$ cat src/hw/rtl/kcl_pkg.sv
// keypad code lock: shared types, codes and constants
// no dependencies; compiled before every other file of the block
`default_nettype none

package kcl_pkg;

   // default code length, the width of one key and the widths of the seconds and csr fields
   localparam int unsigned KCL_CODE_LENGTH = 4;
   localparam int unsigned KEY_W           = 4;
   localparam int unsigned SECONDS_W       = 4;
   localparam int unsigned CSR_INDEX_W     = 2;
   localparam int unsigned CSR_DATA_W      = 4;

   typedef logic [KEY_W-1:0]       key_type;
   typedef logic [SECONDS_W-1:0]   seconds_type;
   typedef logic [CSR_INDEX_W-1:0] csr_index_type;
   typedef logic [CSR_DATA_W-1:0]  csr_data_type;

   // key codes with a meaning of their own
   localparam key_type KEY_D    = 4'd13;
   localparam key_type KEY_STAR = 4'd14;
   localparam key_type KEY_HASH = 4'd15;

   // register indexes on the csr port
   localparam csr_index_type CSR_OPEN_SECONDS   = 2'd0;
   localparam csr_index_type CSR_DENIED_SECONDS = 2'd1;
   localparam csr_index_type CSR_SAVED_SECONDS  = 2'd2;
   localparam csr_index_type CSR_IDLE_SECONDS   = 2'd3;

   // register values after reset
   localparam seconds_type OPEN_SECONDS_RST   = 4'd5;
   localparam seconds_type DENIED_SECONDS_RST = 4'd2;
   localparam seconds_type SAVED_SECONDS_RST  = 4'd5;
   localparam seconds_type IDLE_SECONDS_RST   = 4'd15;
   localparam seconds_type SECONDS_MAX        = 4'd15;

   // lock state codes as shown on the result channel
   localparam logic [2:0] LS_CLOSED  = 3'd0;
   localparam logic [2:0] LS_OPEN    = 3'd1;
   localparam logic [2:0] LS_DENIED  = 3'd2;
   localparam logic [2:0] LS_VERIFY  = 3'd3;
   localparam logic [2:0] LS_NEWCODE = 3'd4;
   localparam logic [2:0] LS_SAVED   = 3'd5;

   // internal one-hot lock state
   typedef enum logic [5:0] {
      ST_CLOSED  = 6'b000001,
      ST_OPEN    = 6'b000010,
      ST_DENIED  = 6'b000100,
      ST_VERIFY  = 6'b001000,
      ST_NEWCODE = 6'b010000,
      ST_SAVED   = 6'b100000
   } lock_state_type;

   // timer settings handed from the register bank to the engine
   typedef struct packed {
      seconds_type open_seconds;
      seconds_type denied_seconds;
      seconds_type saved_seconds;
      seconds_type idle_seconds;
   } kcl_cfg_type;

   // one result item
   typedef struct packed {
      logic [2:0] lock_state;
      logic       unlocked;
      logic [2:0] keys_entered;
   } kcl_result_type;

   // one-hot state to its shown code
   function automatic logic [2:0] state_code(input lock_state_type s);
      logic [2:0] c;
      case (s)
         ST_CLOSED:  c = LS_CLOSED;
         ST_OPEN:    c = LS_OPEN;
         ST_DENIED:  c = LS_DENIED;
         ST_VERIFY:  c = LS_VERIFY;
         ST_NEWCODE: c = LS_NEWCODE;
         ST_SAVED:   c = LS_SAVED;
         default:    c = LS_CLOSED;
      endcase
      return c;
   endfunction

   // stored code after reset: 2,5,8,0 then zeros for longer codes
   function automatic key_type reset_digit(input int unsigned i);
      key_type d;
      case (i)
         0:       d = 4'd2;
         1:       d = 4'd5;
         2:       d = 4'd8;
         default: d = 4'd0;
      endcase
      return d;
   endfunction

endpackage

`default_nettype wire

$ cat src/hw/rtl/kcl_if.sv
// keypad code lock: valid/ready channel interfaces for keys and results
// depends on kcl_pkg
`default_nettype none

// key and tick channel
interface kcl_req_if import kcl_pkg::*; ();
   logic    valid;
   logic    ready;
   logic    mode;
   key_type key_code;

   modport source (output valid, output mode, output key_code, input ready);
   modport sink   (input valid, input mode, input key_code, output ready);
endinterface

// result channel
interface kcl_rsp_if import kcl_pkg::*; ();
   logic       valid;
   logic       ready;
   logic [2:0] lock_state;
   logic       unlocked;
   logic [2:0] keys_entered;

   modport source (output valid, output lock_state, output unlocked, output keys_entered,
                   input ready);
   modport sink   (input valid, input lock_state, input unlocked, input keys_entered,
                   output ready);
endinterface

`default_nettype wire

$ cat src/hw/rtl/kcl_csr.sv
// keypad code lock: timer setting registers behind the csr write port
// depends on kcl_pkg
`default_nettype none

module kcl_csr import kcl_pkg::*; (
   input  wire logic          clock,
   input  wire logic          reset,
   input  wire logic          csr_we,
   input  wire csr_index_type csr_index,
   input  wire csr_data_type  csr_wdata,
   output kcl_cfg_type        cfg
);

   kcl_cfg_type cfg_ff;
   kcl_cfg_type cfg_in;

   // decode the register index
   always_comb begin
      cfg_in = cfg_ff;
      if (csr_we) begin
         case (csr_index)
            CSR_OPEN_SECONDS:   cfg_in.open_seconds   = csr_wdata;
            CSR_DENIED_SECONDS: cfg_in.denied_seconds = csr_wdata;
            CSR_SAVED_SECONDS:  cfg_in.saved_seconds  = csr_wdata;
            CSR_IDLE_SECONDS:   cfg_in.idle_seconds   = csr_wdata;
            default: ;
         endcase
      end
   end

   always_ff @(posedge clock) begin
      if (reset) begin
         cfg_ff.open_seconds   <= OPEN_SECONDS_RST;
         cfg_ff.denied_seconds <= DENIED_SECONDS_RST;
         cfg_ff.saved_seconds  <= SAVED_SECONDS_RST;
         cfg_ff.idle_seconds   <= IDLE_SECONDS_RST;
      end else begin
         cfg_ff <= cfg_in;
      end
   end

   assign cfg = cfg_ff;

endmodule

`default_nettype wire

$ cat src/hw/rtl/kcl_engine.sv
// keypad code lock: lock state machine, stored code and new-code buffer
// depends on kcl_pkg; settings come from kcl_csr
`default_nettype none

module kcl_engine import kcl_pkg::*; #(
   parameter int unsigned CODE_LENGTH = KCL_CODE_LENGTH
) (
   input  wire logic        clock,
   input  wire logic        reset,
   input  wire logic        step,
   input  wire logic        mode,
   input  wire key_type     key_code,
   input  wire kcl_cfg_type cfg,
   output kcl_result_type   result
);

   localparam int unsigned IDX_W = (CODE_LENGTH > 1) ? $clog2(CODE_LENGTH) : 1;
   localparam int unsigned CNT_W = $clog2(CODE_LENGTH + 1);
   localparam logic [IDX_W-1:0] IDX_LAST = IDX_W'(CODE_LENGTH - 1);
   localparam logic [CNT_W-1:0] CNT_FULL = CNT_W'(CODE_LENGTH);

   lock_state_type   state_ff, state_in;
   logic [IDX_W-1:0] idx_ff, idx_in;
   logic             mis_ff, mis_in;
   logic [CNT_W-1:0] cnt_ff, cnt_in;
   seconds_type      sec_ff, sec_in;
   key_type          stored_ff [CODE_LENGTH];
   key_type          buf_ff [CODE_LENGTH];

   key_type          expect_key;
   logic             mis_new;
   logic             do_check;
   logic             go;
   lock_state_type   go_target;
   logic             buf_we;
   logic             copy_code;
   logic             timer_fire;
   logic [2:0]       shown;

   // next state for one item
   always_comb begin
      state_in   = state_ff;
      idx_in     = idx_ff;
      mis_in     = mis_ff;
      cnt_in     = cnt_ff;
      sec_in     = sec_ff;
      go         = 1'b0;
      go_target  = ST_CLOSED;
      do_check   = 1'b0;
      buf_we     = 1'b0;
      copy_code  = 1'b0;
      expect_key = stored_ff[idx_ff];
      mis_new    = mis_ff | (expect_key != key_code);

      // tick or key handling by the state found
      if (!mode) begin
         if (sec_ff != SECONDS_MAX) begin
            sec_in = sec_ff + 4'd1;
         end
      end else begin
         case (state_ff)
            ST_CLOSED: begin
               if (key_code == KEY_D) begin
                  go        = 1'b1;
                  go_target = ST_VERIFY;
               end else begin
                  do_check = 1'b1;
               end
            end
            ST_VERIFY: begin
               do_check = 1'b1;
            end
            ST_NEWCODE: begin
               if (key_code == KEY_HASH) begin
                  go        = 1'b1;
                  go_target = ST_CLOSED;
               end else if (key_code == KEY_D && cnt_ff == CNT_FULL) begin
                  copy_code = 1'b1;
                  go        = 1'b1;
                  go_target = ST_SAVED;
               end else if (key_code != KEY_STAR && cnt_ff < CNT_FULL) begin
                  buf_we = 1'b1;
                  cnt_in = cnt_ff + 1'b1;
               end else begin
                  go        = 1'b1;
                  go_target = ST_VERIFY;
               end
            end
            default: ;
         endcase
      end

      // code entry against the stored code
      if (do_check) begin
         if (idx_ff != IDX_LAST) begin
            idx_in = idx_ff + 1'b1;
            mis_in = mis_new;
         end else begin
            go = 1'b1;
            if (mis_new) begin
               go_target = ST_DENIED;
            end else if (state_ff == ST_CLOSED) begin
               go_target = ST_OPEN;
            end else begin
               go_target = ST_NEWCODE;
            end
         end
      end

      // timers of the timed states; keys never touch the count there
      timer_fire = (state_ff == ST_OPEN   && sec_in >= cfg.open_seconds) ||
                   (state_ff == ST_DENIED && sec_in >= cfg.denied_seconds) ||
                   (state_ff == ST_SAVED  && sec_in >= cfg.saved_seconds);
      if (timer_fire) begin
         go        = 1'b1;
         go_target = ST_CLOSED;
      end

      // change of state clears the entry
      if (go) begin
         state_in = go_target;
         idx_in   = '0;
         mis_in   = 1'b0;
         cnt_in   = '0;
         sec_in   = '0;
      end

      // idle timeout in every state
      if (sec_in >= cfg.idle_seconds) begin
         state_in = ST_CLOSED;
         idx_in   = '0;
         mis_in   = 1'b0;
         cnt_in   = '0;
         sec_in   = '0;
      end
   end

   // result fields from the updated state
   always_comb begin
      case (state_in)
         ST_CLOSED, ST_VERIFY: shown = 3'(idx_in);
         ST_NEWCODE:           shown = 3'(cnt_in);
         default:              shown = 3'd0;
      endcase
      result.lock_state   = state_code(state_in);
      result.unlocked     = (state_in == ST_OPEN);
      result.keys_entered = shown;
   end

   // control state
   always_ff @(posedge clock) begin
      if (reset) begin
         state_ff <= ST_CLOSED;
         idx_ff   <= '0;
         mis_ff   <= 1'b0;
         cnt_ff   <= '0;
         sec_ff   <= '0;
      end else if (step) begin
         state_ff <= state_in;
         idx_ff   <= idx_in;
         mis_ff   <= mis_in;
         cnt_ff   <= cnt_in;
         sec_ff   <= sec_in;
      end
   end

   // stored code, loaded from the buffer when a new code is saved
   always_ff @(posedge clock) begin
      if (reset) begin
         for (int unsigned i = 0; i < CODE_LENGTH; i++) begin
            stored_ff[i] <= reset_digit(i);
         end
      end else if (step && copy_code) begin
         for (int unsigned i = 0; i < CODE_LENGTH; i++) begin
            stored_ff[i] <= buf_ff[i];
         end
      end
   end

   // new-code buffer, written one key at a time
   always_ff @(posedge clock) begin
      if (step && buf_we) begin
         buf_ff[cnt_ff[IDX_W-1:0]] <= key_code;
      end
   end

endmodule

`default_nettype wire

$ cat src/hw/rtl/keypad_code_lock_top.sv
// keypad code lock: top level with input register, engine and result register
// depends on kcl_pkg, kcl_if, kcl_csr and kcl_engine
//
//   channel   direction  transfer                     payload
//   req_if    in         valid & ready                mode, key_code
//   rsp_if    out        valid & ready                lock_state, unlocked, keys_entered
//   csr_*     in         csr_we (no wait, no read)    csr_index, csr_wdata
//
// one item per cycle sustained while rsp_if.ready holds; a req transfer reaches its
// result via the input register, then the state update into the result register
// one result per item, in order; a full result register stalls the input register,
// which then drops req_if.ready
// reset is synchronous, active high: state closed, code 2,5,8,0, timers 5/2/5/15 s
`default_nettype none

module keypad_code_lock_top import kcl_pkg::*; #(
   parameter int unsigned CODE_LENGTH = KCL_CODE_LENGTH
) (
   input  wire logic          clock,
   input  wire logic          reset,
   kcl_req_if.sink            req_if,
   kcl_rsp_if.source          rsp_if,
   input  wire logic          csr_we,
   input  wire csr_index_type csr_index,
   input  wire csr_data_type  csr_wdata
);

   logic           in_v_ff, in_v_in;
   logic           in_mode_ff;
   key_type        in_key_ff;
   logic           out_v_ff, out_v_in;
   kcl_result_type out_ff;
   logic           advance;
   logic           req_take;
   kcl_cfg_type    cfg;
   kcl_result_type result;

   // pipeline handshake
   assign advance  = in_v_ff && (!out_v_ff || rsp_if.ready);
   assign req_take = req_if.valid && req_if.ready;
   assign req_if.ready = !in_v_ff || advance;

   always_comb begin
      in_v_in  = req_take || (in_v_ff && !advance);
      out_v_in = advance || (out_v_ff && !rsp_if.ready);
   end

   always_ff @(posedge clock) begin
      if (reset) begin
         in_v_ff  <= 1'b0;
         out_v_ff <= 1'b0;
      end else begin
         in_v_ff  <= in_v_in;
         out_v_ff <= out_v_in;
      end
   end

   // input register payload
   always_ff @(posedge clock) begin
      if (req_take) begin
         in_mode_ff <= req_if.mode;
         in_key_ff  <= req_if.key_code;
      end
   end

   // timer settings
   kcl_csr u_csr (
      .clock     (clock),
      .reset     (reset),
      .csr_we    (csr_we),
      .csr_index (csr_index),
      .csr_wdata (csr_wdata),
      .cfg       (cfg)
   );

   // lock state machine
   kcl_engine #(
      .CODE_LENGTH (CODE_LENGTH)
   ) u_engine (
      .clock    (clock),
      .reset    (reset),
      .step     (advance),
      .mode     (in_mode_ff),
      .key_code (in_key_ff),
      .cfg      (cfg),
      .result   (result)
   );

   // result register payload
   always_ff @(posedge clock) begin
      if (advance) begin
         out_ff <= result;
      end
   end

   assign rsp_if.valid        = out_v_ff;
   assign rsp_if.lock_state   = out_ff.lock_state;
   assign rsp_if.unlocked     = out_ff.unlocked;
   assign rsp_if.keys_entered = out_ff.keys_entered;

endmodule

`default_nettype wire

$ cat src/flat_wrapper.sv
// flat-port wrapper written by rule: the top's interface ports become plain ports
module keypad_code_lock_top_flat import kcl_pkg::*;
#(
   parameter int unsigned CODE_LENGTH = KCL_CODE_LENGTH
)
  (clock, reset, csr_we, csr_index, csr_wdata, req_if_valid, req_if_mode, req_if_key_code, req_if_ready, rsp_if_valid, rsp_if_lock_state, rsp_if_unlocked, rsp_if_keys_entered, rsp_if_ready);
  kcl_req_if req_if_i ();
  kcl_rsp_if rsp_if_i ();
  input  wire logic clock;
  input  wire logic reset;
  input  wire logic csr_we;
  input  wire csr_index_type csr_index;
  input  wire csr_data_type csr_wdata;
  input wire logic [$bits(req_if_i.valid)-1:0] req_if_valid;
  input wire logic [$bits(req_if_i.mode)-1:0] req_if_mode;
  input wire logic [$bits(req_if_i.key_code)-1:0] req_if_key_code;
  output wire logic [$bits(req_if_i.ready)-1:0] req_if_ready;
  output wire logic [$bits(rsp_if_i.valid)-1:0] rsp_if_valid;
  output wire logic [$bits(rsp_if_i.lock_state)-1:0] rsp_if_lock_state;
  output wire logic [$bits(rsp_if_i.unlocked)-1:0] rsp_if_unlocked;
  output wire logic [$bits(rsp_if_i.keys_entered)-1:0] rsp_if_keys_entered;
  input wire logic [$bits(rsp_if_i.ready)-1:0] rsp_if_ready;
  assign req_if_i.valid = req_if_valid;
  assign req_if_i.mode = req_if_mode;
  assign req_if_i.key_code = req_if_key_code;
  assign req_if_ready = req_if_i.ready;
  assign rsp_if_valid = rsp_if_i.valid;
  assign rsp_if_lock_state = rsp_if_i.lock_state;
  assign rsp_if_unlocked = rsp_if_i.unlocked;
  assign rsp_if_keys_entered = rsp_if_i.keys_entered;
  assign rsp_if_i.ready = rsp_if_ready;
  keypad_code_lock_top #(.CODE_LENGTH(CODE_LENGTH)) u_core (.clock(clock), .reset(reset), .req_if(req_if_i), .rsp_if(rsp_if_i), .csr_we(csr_we), .csr_index(csr_index), .csr_wdata(csr_wdata));
endmodule
$ cat config.mk
export PLATFORM = sky130hd
export DESIGN_NAME = keypad_code_lock_top_flat
export DESIGN_NICKNAME = d
export VERILOG_FILES = /design/src/hw/rtl/kcl_pkg.sv /design/src/hw/rtl/kcl_if.sv /design/src/hw/rtl/kcl_csr.sv /design/src/hw/rtl/kcl_engine.sv /design/src/hw/rtl/keypad_code_lock_top.sv /design/src/flat_wrapper.sv
export SDC_FILE = /design/constraint.sdc
export NUM_CORES = 1
export LEC_CHECK = 0
export BUFFER_PORTS_ARGS = -buffer_cell sky130_fd_sc_hd__clkbuf_2
export CAP_MARGIN = 20
export CORE_MARGIN = 1
export CORE_UTILIZATION = 40
export CTS_CLUSTER_SIZE = 30
export DETAILED_ROUTE_END_ITERATION = 8
export SLEW_MARGIN = 20
export SYNTH_ARGS = -nofsm -noshare
export SYNTH_HDL_FRONTEND = slang
export SYNTH_SLANG_ARGS = --single-unit
$ cat constraint.sdc
create_clock -name clock -period 6.2 [get_ports clock]
set_input_delay 0.93 -clock clock [delete_from_list [all_inputs] [get_ports clock]]
set_output_delay 0.93 -clock clock [all_outputs]
set_load 0.01 [all_outputs]
Word-level counts from Yosys, hierarchy flattened
Memory sizes are Yosys's and may differ from the RTL's. A register that Yosys moved wholly into a read port is not among the register bits.
Cells that the tools add are included.
W data, S select, Z words.
{"block": "word_totals", "wordCells": 155, "ramBits": 32, "reg_bits": 46, "mem_count": 2, "out_inout_bits": 9}
{"name": "u_core.u_engine.buf_ff", "words": 4, "width": 4, "read_ports": 4, "rd_ports_with_merged_regs": 0, "wr": 1, "line_no": "kcl_engine.sv:28", "source": "key_type buf_ff [CODE_LENGTH];"}
{"name": "u_core.u_engine.stored_ff", "words": 4, "width": 4, "read_ports": 1, "rd_ports_with_merged_regs": 1, "wr": 4, "line_no": "kcl_engine.sv:27", "source": "key_type stored_ff [CODE_LENGTH];"}
{"block": "op_classes", "add_sub_neg": 3, "eq_ne": 22, "mux": 72, "reduce_logical": 30, "n_bitwise": 5, "magnitude_cmp": 5}
{"cell": "$mux W4", "count": 14}
{"cell": "$mux W6", "count": 8}
{"cell": "$mux W1", "count": 30}
{"cell": "$mux W3", "count": 7}
{"cell": "$ge A4 B4 Y1", "count": 4}
{"cell": "$pmux W3 S5", "count": 1}
{"cell": "$eq A6 B1 Y1 const B", "count": 2}
{"cell": "$eq A6 B2 Y1 const B", "count": 2}
{"cell": "$eq A6 B3 Y1 const B", "count": 2}
{"cell": "$eq A6 B4 Y1 const B", "count": 2}
{"cell": "$eq A6 B5 Y1 const B", "count": 2}
{"cell": "$eq A6 B6 Y1 const B", "count": 2}
{"cell": "$mux W2", "count": 6}
{"cell": "$pmux W6 S2", "count": 1}
{"cell": "$logic_and A1 B1 Y1", "count": 11}
{"cell": "$mux W5", "count": 2}
{"cell": "$eq A4 B4 Y1 const B", "count": 2}
{"cell": "$ne A4 B4 Y1 const B", "count": 2}
{"cell": "$reduce_and A2 Y1", "count": 4}
{"cell": "$logic_or A1 B1 Y1", "count": 6}
{"cell": "$pmux W3 S2", "count": 1}
{"cell": "$reduce_bool A3 Y1", "count": 2}
{"cell": "$or A1 B1 Y1", "count": 5}
{"cell": "$add A4 B1 Y4 const B", "count": 1}
{"cell": "other kinds (13)", "count": 18}

Depth between registers and ports, before layout
{"block": "depth", "word_depth": 16, "ltp_mapped": 22}

Modules after synthesis
From an unflattened synthesis, not the netlist that was laid out.
{"block": "unflattened", "hier_cells": 389, "hier_area_um2": 4199.0}
{"mod": "kcl_engine", "n_inst": 1, "cells_each": 304, "seq_area_each_um2": 1321.3, "area_each_um2": 3074.2}
{"mod": "kcl_csr", "n_inst": 1, "cells_each": 63, "seq_area_each_um2": 320.3, "area_each_um2": 660.6}
{"mod": "keypad_code_lock_top", "n_inst": 1, "cells_each": 22, "seq_area_each_um2": 400.4, "area_each_um2": 464.2}

Worst setup path before layout
OpenSTA, ideal clock, no wires.
{"block": "synth_timing", "path_kind": "register to register", "start": "register u_core.u_engine.sec_ff[0]", "end": "register u_core.out_ff (netlist bit u_core.rsp_if.keys_entered[0]), data pin", "t_arrival_ns": 4.251, "path_stages_with_launch": 20, "synth_period_minus_slack_ns": 4.427, "setup_ns": 0.176, "path_slack_ns": 1.773, "path_cell_list": "dfxtp_1 -> ha_1 -> a31oi_1 -> mux2_2 -> ha_1 -> o21ai_0 -> nor2_1 -> o31ai_1 -> nand2_1 -> nand4b_1 -> or2_2 -> ha_1 -> nand2b_1 -> a21oi_1 -> o21a_1 -> clkbuf_8 -> nand4_1 -> and3b_4 -> nand4_4 -> o32ai_1"}
{"element": "from (decl)", "line_no": "kcl_engine.sv:26", "source": "seconds_type sec_ff, sec_in;"}
{"element": "from (signal assigned)", "line_no": "kcl_engine.sv:163", "source": "sec_ff <= sec_in;"}
{"element": "to (signal assigned)", "line_no": "keypad_code_lock_top.sv:92", "source": "out_ff <= result;"}
{"element": "to (decl)", "line_no": "keypad_code_lock_top.sv:32", "source": "kcl_result_type out_ff;"}

==> Implementation_results.wiki <==
{| class="wikitable"
! Metric !! Value
|-
| Status || completed
|-
| Routed via count || 2890
|-
| Ys flop type || sky130_fd_sc_hd__edfxtp_1
|-
| # IOs || 25
|-
| Total overflow reported by the global router || 0
|-
| Clock Latency Late Sink || 0.37 ns
|-
| Area fraction of the dominant cell type after synthesis || 0.317
|-
| CTS tree || yes
|-
| Power share of the sequential group || 0.539
|-
| Antenna Diode Count || 0
|-
| Pin count of the biggest net entering global routing || 41
|-
| Starting density of the core || 0.420
|-
| Cell Area, Synth || 4160 um^2
|-
| Post-route setup TNS || 0 ns
|-
| Cts hold-fix bufs || 0
|-
| Clock sink count || 80
|-
| Mapped Nets || 432
|-
| Most Frequent Cell on Critical Path || sky130_fd_sc_hd__ha_1
|-
| Instance area at placement || 4340 um^2
|-
| Total global routing track utilization || 0.167
|-
| Antenna Nets Post-Route || 0
|-
| Number of standard cells after synthesis || 395
|-
| Endpoint required time on the critical path || 6.38 ns
|-
| Total Routed Length || 8.37 mm
|-
| Number of max-capacitance violations reported || 0
|-
| Number of H-tree branching levels || 3
|-
| Data arrival time of the critical path || 5.45 ns
|-
| Post-layout power || 1.10 mW
|-
| Largest voltage drop on the vdd net || 0.139 mV
|-
| Internal cell power || 0.812 mW
|-
| Routed vias/inst || 5.25
|-
| CP Capture Type || register
|-
| Worst-margin pin slew || 0.952 ns
|-
| Critical path, cell by cell || ha_1 -> a31oi_1 -> mux2_2 -> ha_1 -> nand2_1 -> o21ai_0 -> a21oi_1 -> nand2_1 -> nand4b_1 -> or2_2 -> ha_1 -> nand2b_1 -> a21oi_1 -> o21a_1 -> nand4_1 -> nor2_1 -> nand4b_1 -> o32ai_1
|-
| Highest clock frequency the design can meet || 190 MHz
|-
| Die area || 10800 um^2
|-
| Synth-to-Final Area Change || 9.44%
|-
| Gp weighted congestion || 0.821
|-
| Switching Share || 0.260
|-
| Count of port buffers added during placement || 24
|-
| PostCTS Resize Cnt || 0
|-
| Number of global-route vias before repair || 2797
|-
| Period Utilization, post-route || 0.850
|-
| Post-Layout Inst Area || 4550 um^2
|-
| Remaining design rule violation count || 0
|-
| Die width || 104 um
|-
| Switching component of the power || 0.286 mW
|-
| RSZ-0062 raised after global routing || false
|-
| Slew margin rel. || 0.363
|-
| Sequential cell area fraction in the yosys report || 0.491
|-
| Shortest period the worst path allows || 5.27 ns
|-
| Cell at the root of the clock tree || sky130_fd_sc_hd__clkbuf_8
|-
| Crit Path Max Fanout || 14
|-
| Share of flip-flops with an asynchronous set or reset after synthesis || 0
|-
| Post-Route Hold Slack || 0.473 ns
|-
| Area of the core region || 9910 um^2
|-
| Sort of element at the start of the critical path || register
|-
| Number of max-slew violations in the final report || 0
|-
| Global-route wire length before repair || 14.0 mm
|-
| Most frequent cell after synthesis || sky130_fd_sc_hd__edfxtp_1
|-
| LEAKAGE || 1.73 nW
|-
| Slowest CP cell || sky130_fd_sc_hd__nor2_1
|-
| Post-CTS Setup Inserts || 0
|-
| Detail Placement HPWL || 5.95 mm
|-
| Violation count after the first detailed-route iteration || 201
|-
| Clock power share || 0.375
|-
| Final setup violation count || 0
|-
| Clock-pin slew of the registers on the worst-case setup and hold paths || 0.09 ns
|-
| Number of different library cells in the post-synthesis netlist || 59
|-
| DR pass1 iterations || 4
|-
| Mean post-synth cell area || 10.5 um^2
|-
| Kind of path behind the tightest hold check || reg -> reg
|-
| CP Class || reg -> reg
|-
| Final #Nets || 450
|-
| Synth area leader || sky130_fd_sc_hd__edfxtp_1
|-
| Flip-flop and latch count after synthesis || 80
|-
| CP top delay family || simple AND/OR/NAND/NOR gates
|-
| Die span in y || 104 um
|-
| Clock skew after layout || 0.0138 ns
|-
| Fraction of layout instances using a drive strength above 1 || 0.153
|-
| Number of buffer and inverter instances along the worst setup path || 0
|-
| Largest buffer count on any clock path || 2
|-
| Initial antenna violation count || 0
|-
| Power density cells || 241 nW/um^2
|-
| Number of synthesis warnings || 0
|-
| Routed wire length per instance || 15.2 um
|-
| Combinational group share of total power || 0.086
|-
| Commonest cells post-synth || sky130_fd_sc_hd__edfxtp_1, sky130_fd_sc_hd__nor2_1, sky130_fd_sc_hd__dfxtp_1
|-
| EDFF count, synth || 44
|-
| Final Hold Vio Count || 0
|-
| Main area contributors after synthesis || sky130_fd_sc_hd__edfxtp_1, sky130_fd_sc_hd__dfxtp_1, sky130_fd_sc_hd__ha_1
|-
| Number of buffers inserted during clock tree synthesis || 9
|-
| Site Rows || 36
|-
| Largest stage delay on the critical path || 0.74 ns
|}
## through the flow
stage	instances	setup slack, ns	utilization
after floorplan	395	1.77	-
after global placement	535	1.20	0.438
after detailed placement	535	1.02	0.438
after CTS	551	0.965	0.459
after global routing	551	0.411	0.460
final	551	0.930	0.460
## flip-flops by register name, indices dropped and copies added, names as in the netlist, named ones only
register and count:
u_core.u_engine.mis_ff 1, u_core.u_engine.sec_ff 4, u_core.rsp_if.lock_state 3, u_core.u_engine.cnt_ff 3, u_core.rsp_if.valid 1, u_core.rsp_if.keys_entered 3
u_core.in_v_ff 1, u_core.u_engine.idx_ff 2, u_core.u_engine.buf_ff 16, u_core.u_engine.stored_ff 16, u_core.u_csr.cfg 16, u_core.in_key_ff 4
u_core.u_engine.state_ff 6, u_core.in_mode_ff 1, u_core.rsp_if.unlocked 1
## worst reg2reg max path: stages, from the launching register on
cell	delay [ns]
sky130_fd_sc_hd__dfxtp_1	0.38
sky130_fd_sc_hd__ha_1	0.27
sky130_fd_sc_hd__a31oi_1	0.35
sky130_fd_sc_hd__mux2_2	0.43
sky130_fd_sc_hd__ha_1	0.28
sky130_fd_sc_hd__nand2_1	0.06
sky130_fd_sc_hd__o21ai_0	0.10
sky130_fd_sc_hd__a21oi_1	0.33
sky130_fd_sc_hd__nand2_1	0.14
sky130_fd_sc_hd__nand4b_1	0.26
sky130_fd_sc_hd__or2_2	0.34
sky130_fd_sc_hd__ha_1	0.27
sky130_fd_sc_hd__nand2b_1	0.14
sky130_fd_sc_hd__a21oi_1	0.14
sky130_fd_sc_hd__o21a_1	0.33
sky130_fd_sc_hd__nand4_1	0.16
sky130_fd_sc_hd__nor2_1	0.74
sky130_fd_sc_hd__nand4b_1	0.18
sky130_fd_sc_hd__o32ai_1	0.19
## kinds of logic (layout without fill, tap and decap cells)
family                     Yosys count  count (layout)  share of synthesized area
AOI/OAI and AO/OA                   75              75                      0.123
xor gates and xnor gates             9               9                     0.0244
muxes                               10              10                     0.0364
adders and majority gates           21              21                     0.0631
buffers and inverters               38              61                     0.0454
DFF                                 80              80                      0.491
and+or+nand+nor                    162             162                      0.217
## power groups by stage
stage | sequential (mW) | combinational, mW | clock [mW]
after detailed placement | 0.604 | 0.0943 | 0
final | 0.592 | 0.0942 | 0.412
after CTS | 0.592 | 0.0949 | 0.424
after global placement | 0.603 | 0.0920 | 0
after global routing | 0.595 | 0.107 | 0.442
after floorplan | 0.598 | 0.0741 | 0
## cell type report
type	count	area, um^2
Fill cell	941	5360
Sequential cell	80	2040
Multi-Input combinational cell	277	1940
Tap cell	133	166
Clock buffer	9	124
Timing Repair Buffer	24	120
Clock inverter	7	86.3
Inverter	21	78.8
## routing by layer
layer  wire length [um]  part of all wire  vias to the layer above  global-route usage
li1                   -                 -                     1472                   -
met1               4170              0.50                     1352               0.236
met2               3680              0.44                       57               0.246
met3                373             0.045                        9              0.0345
met4                146             0.017                        0              0.0735
met5                  0                 0                        -                   0
## placed cells by master, fill, tap and decap left out, drive strengths merged, types with 8 or more instances in the layout
cell,netlist,final
a211o,9,9
a21oi,31,31
and2,13,13
clkbuf,14,33
dfxtp,36,36
edfxtp,44,44
ha,21,21
inv,21,26
nand2,28,28
nand3,13,13
nand4,8,8
nor2,42,42
nor2b,9,9
xnor2,8,8
## path summary, 6_finish.rpt
| kind | to | start | slack [ns] | cells past startpoint |
|---|---|---|---|---|
| setup / recovery | u_core.rsp_if.keys_entered[1]$_DFFE_PP_ | u_core.u_engine.sec_ff[0]$_SDFFE_PP0P_ | 0.93 | 18 |
| hold / removal | u_core.u_csr.cfg[1]$_SDFFE_PP1P_ | u_core.u_csr.cfg[1]$_SDFFE_PP1P_ | 0.47 | 1 |
| setup reg to reg | u_core.rsp_if.keys_entered[1]$_DFFE_PP_ | u_core.u_engine.sec_ff[0]$_SDFFE_PP0P_ | 0.93 | 18 |
| hold reg to reg | u_core.u_csr.cfg[1]$_SDFFE_PP1P_ | u_core.u_csr.cfg[1]$_SDFFE_PP1P_ | 0.47 | 1 |
Power figures use the tool's default switching activity.
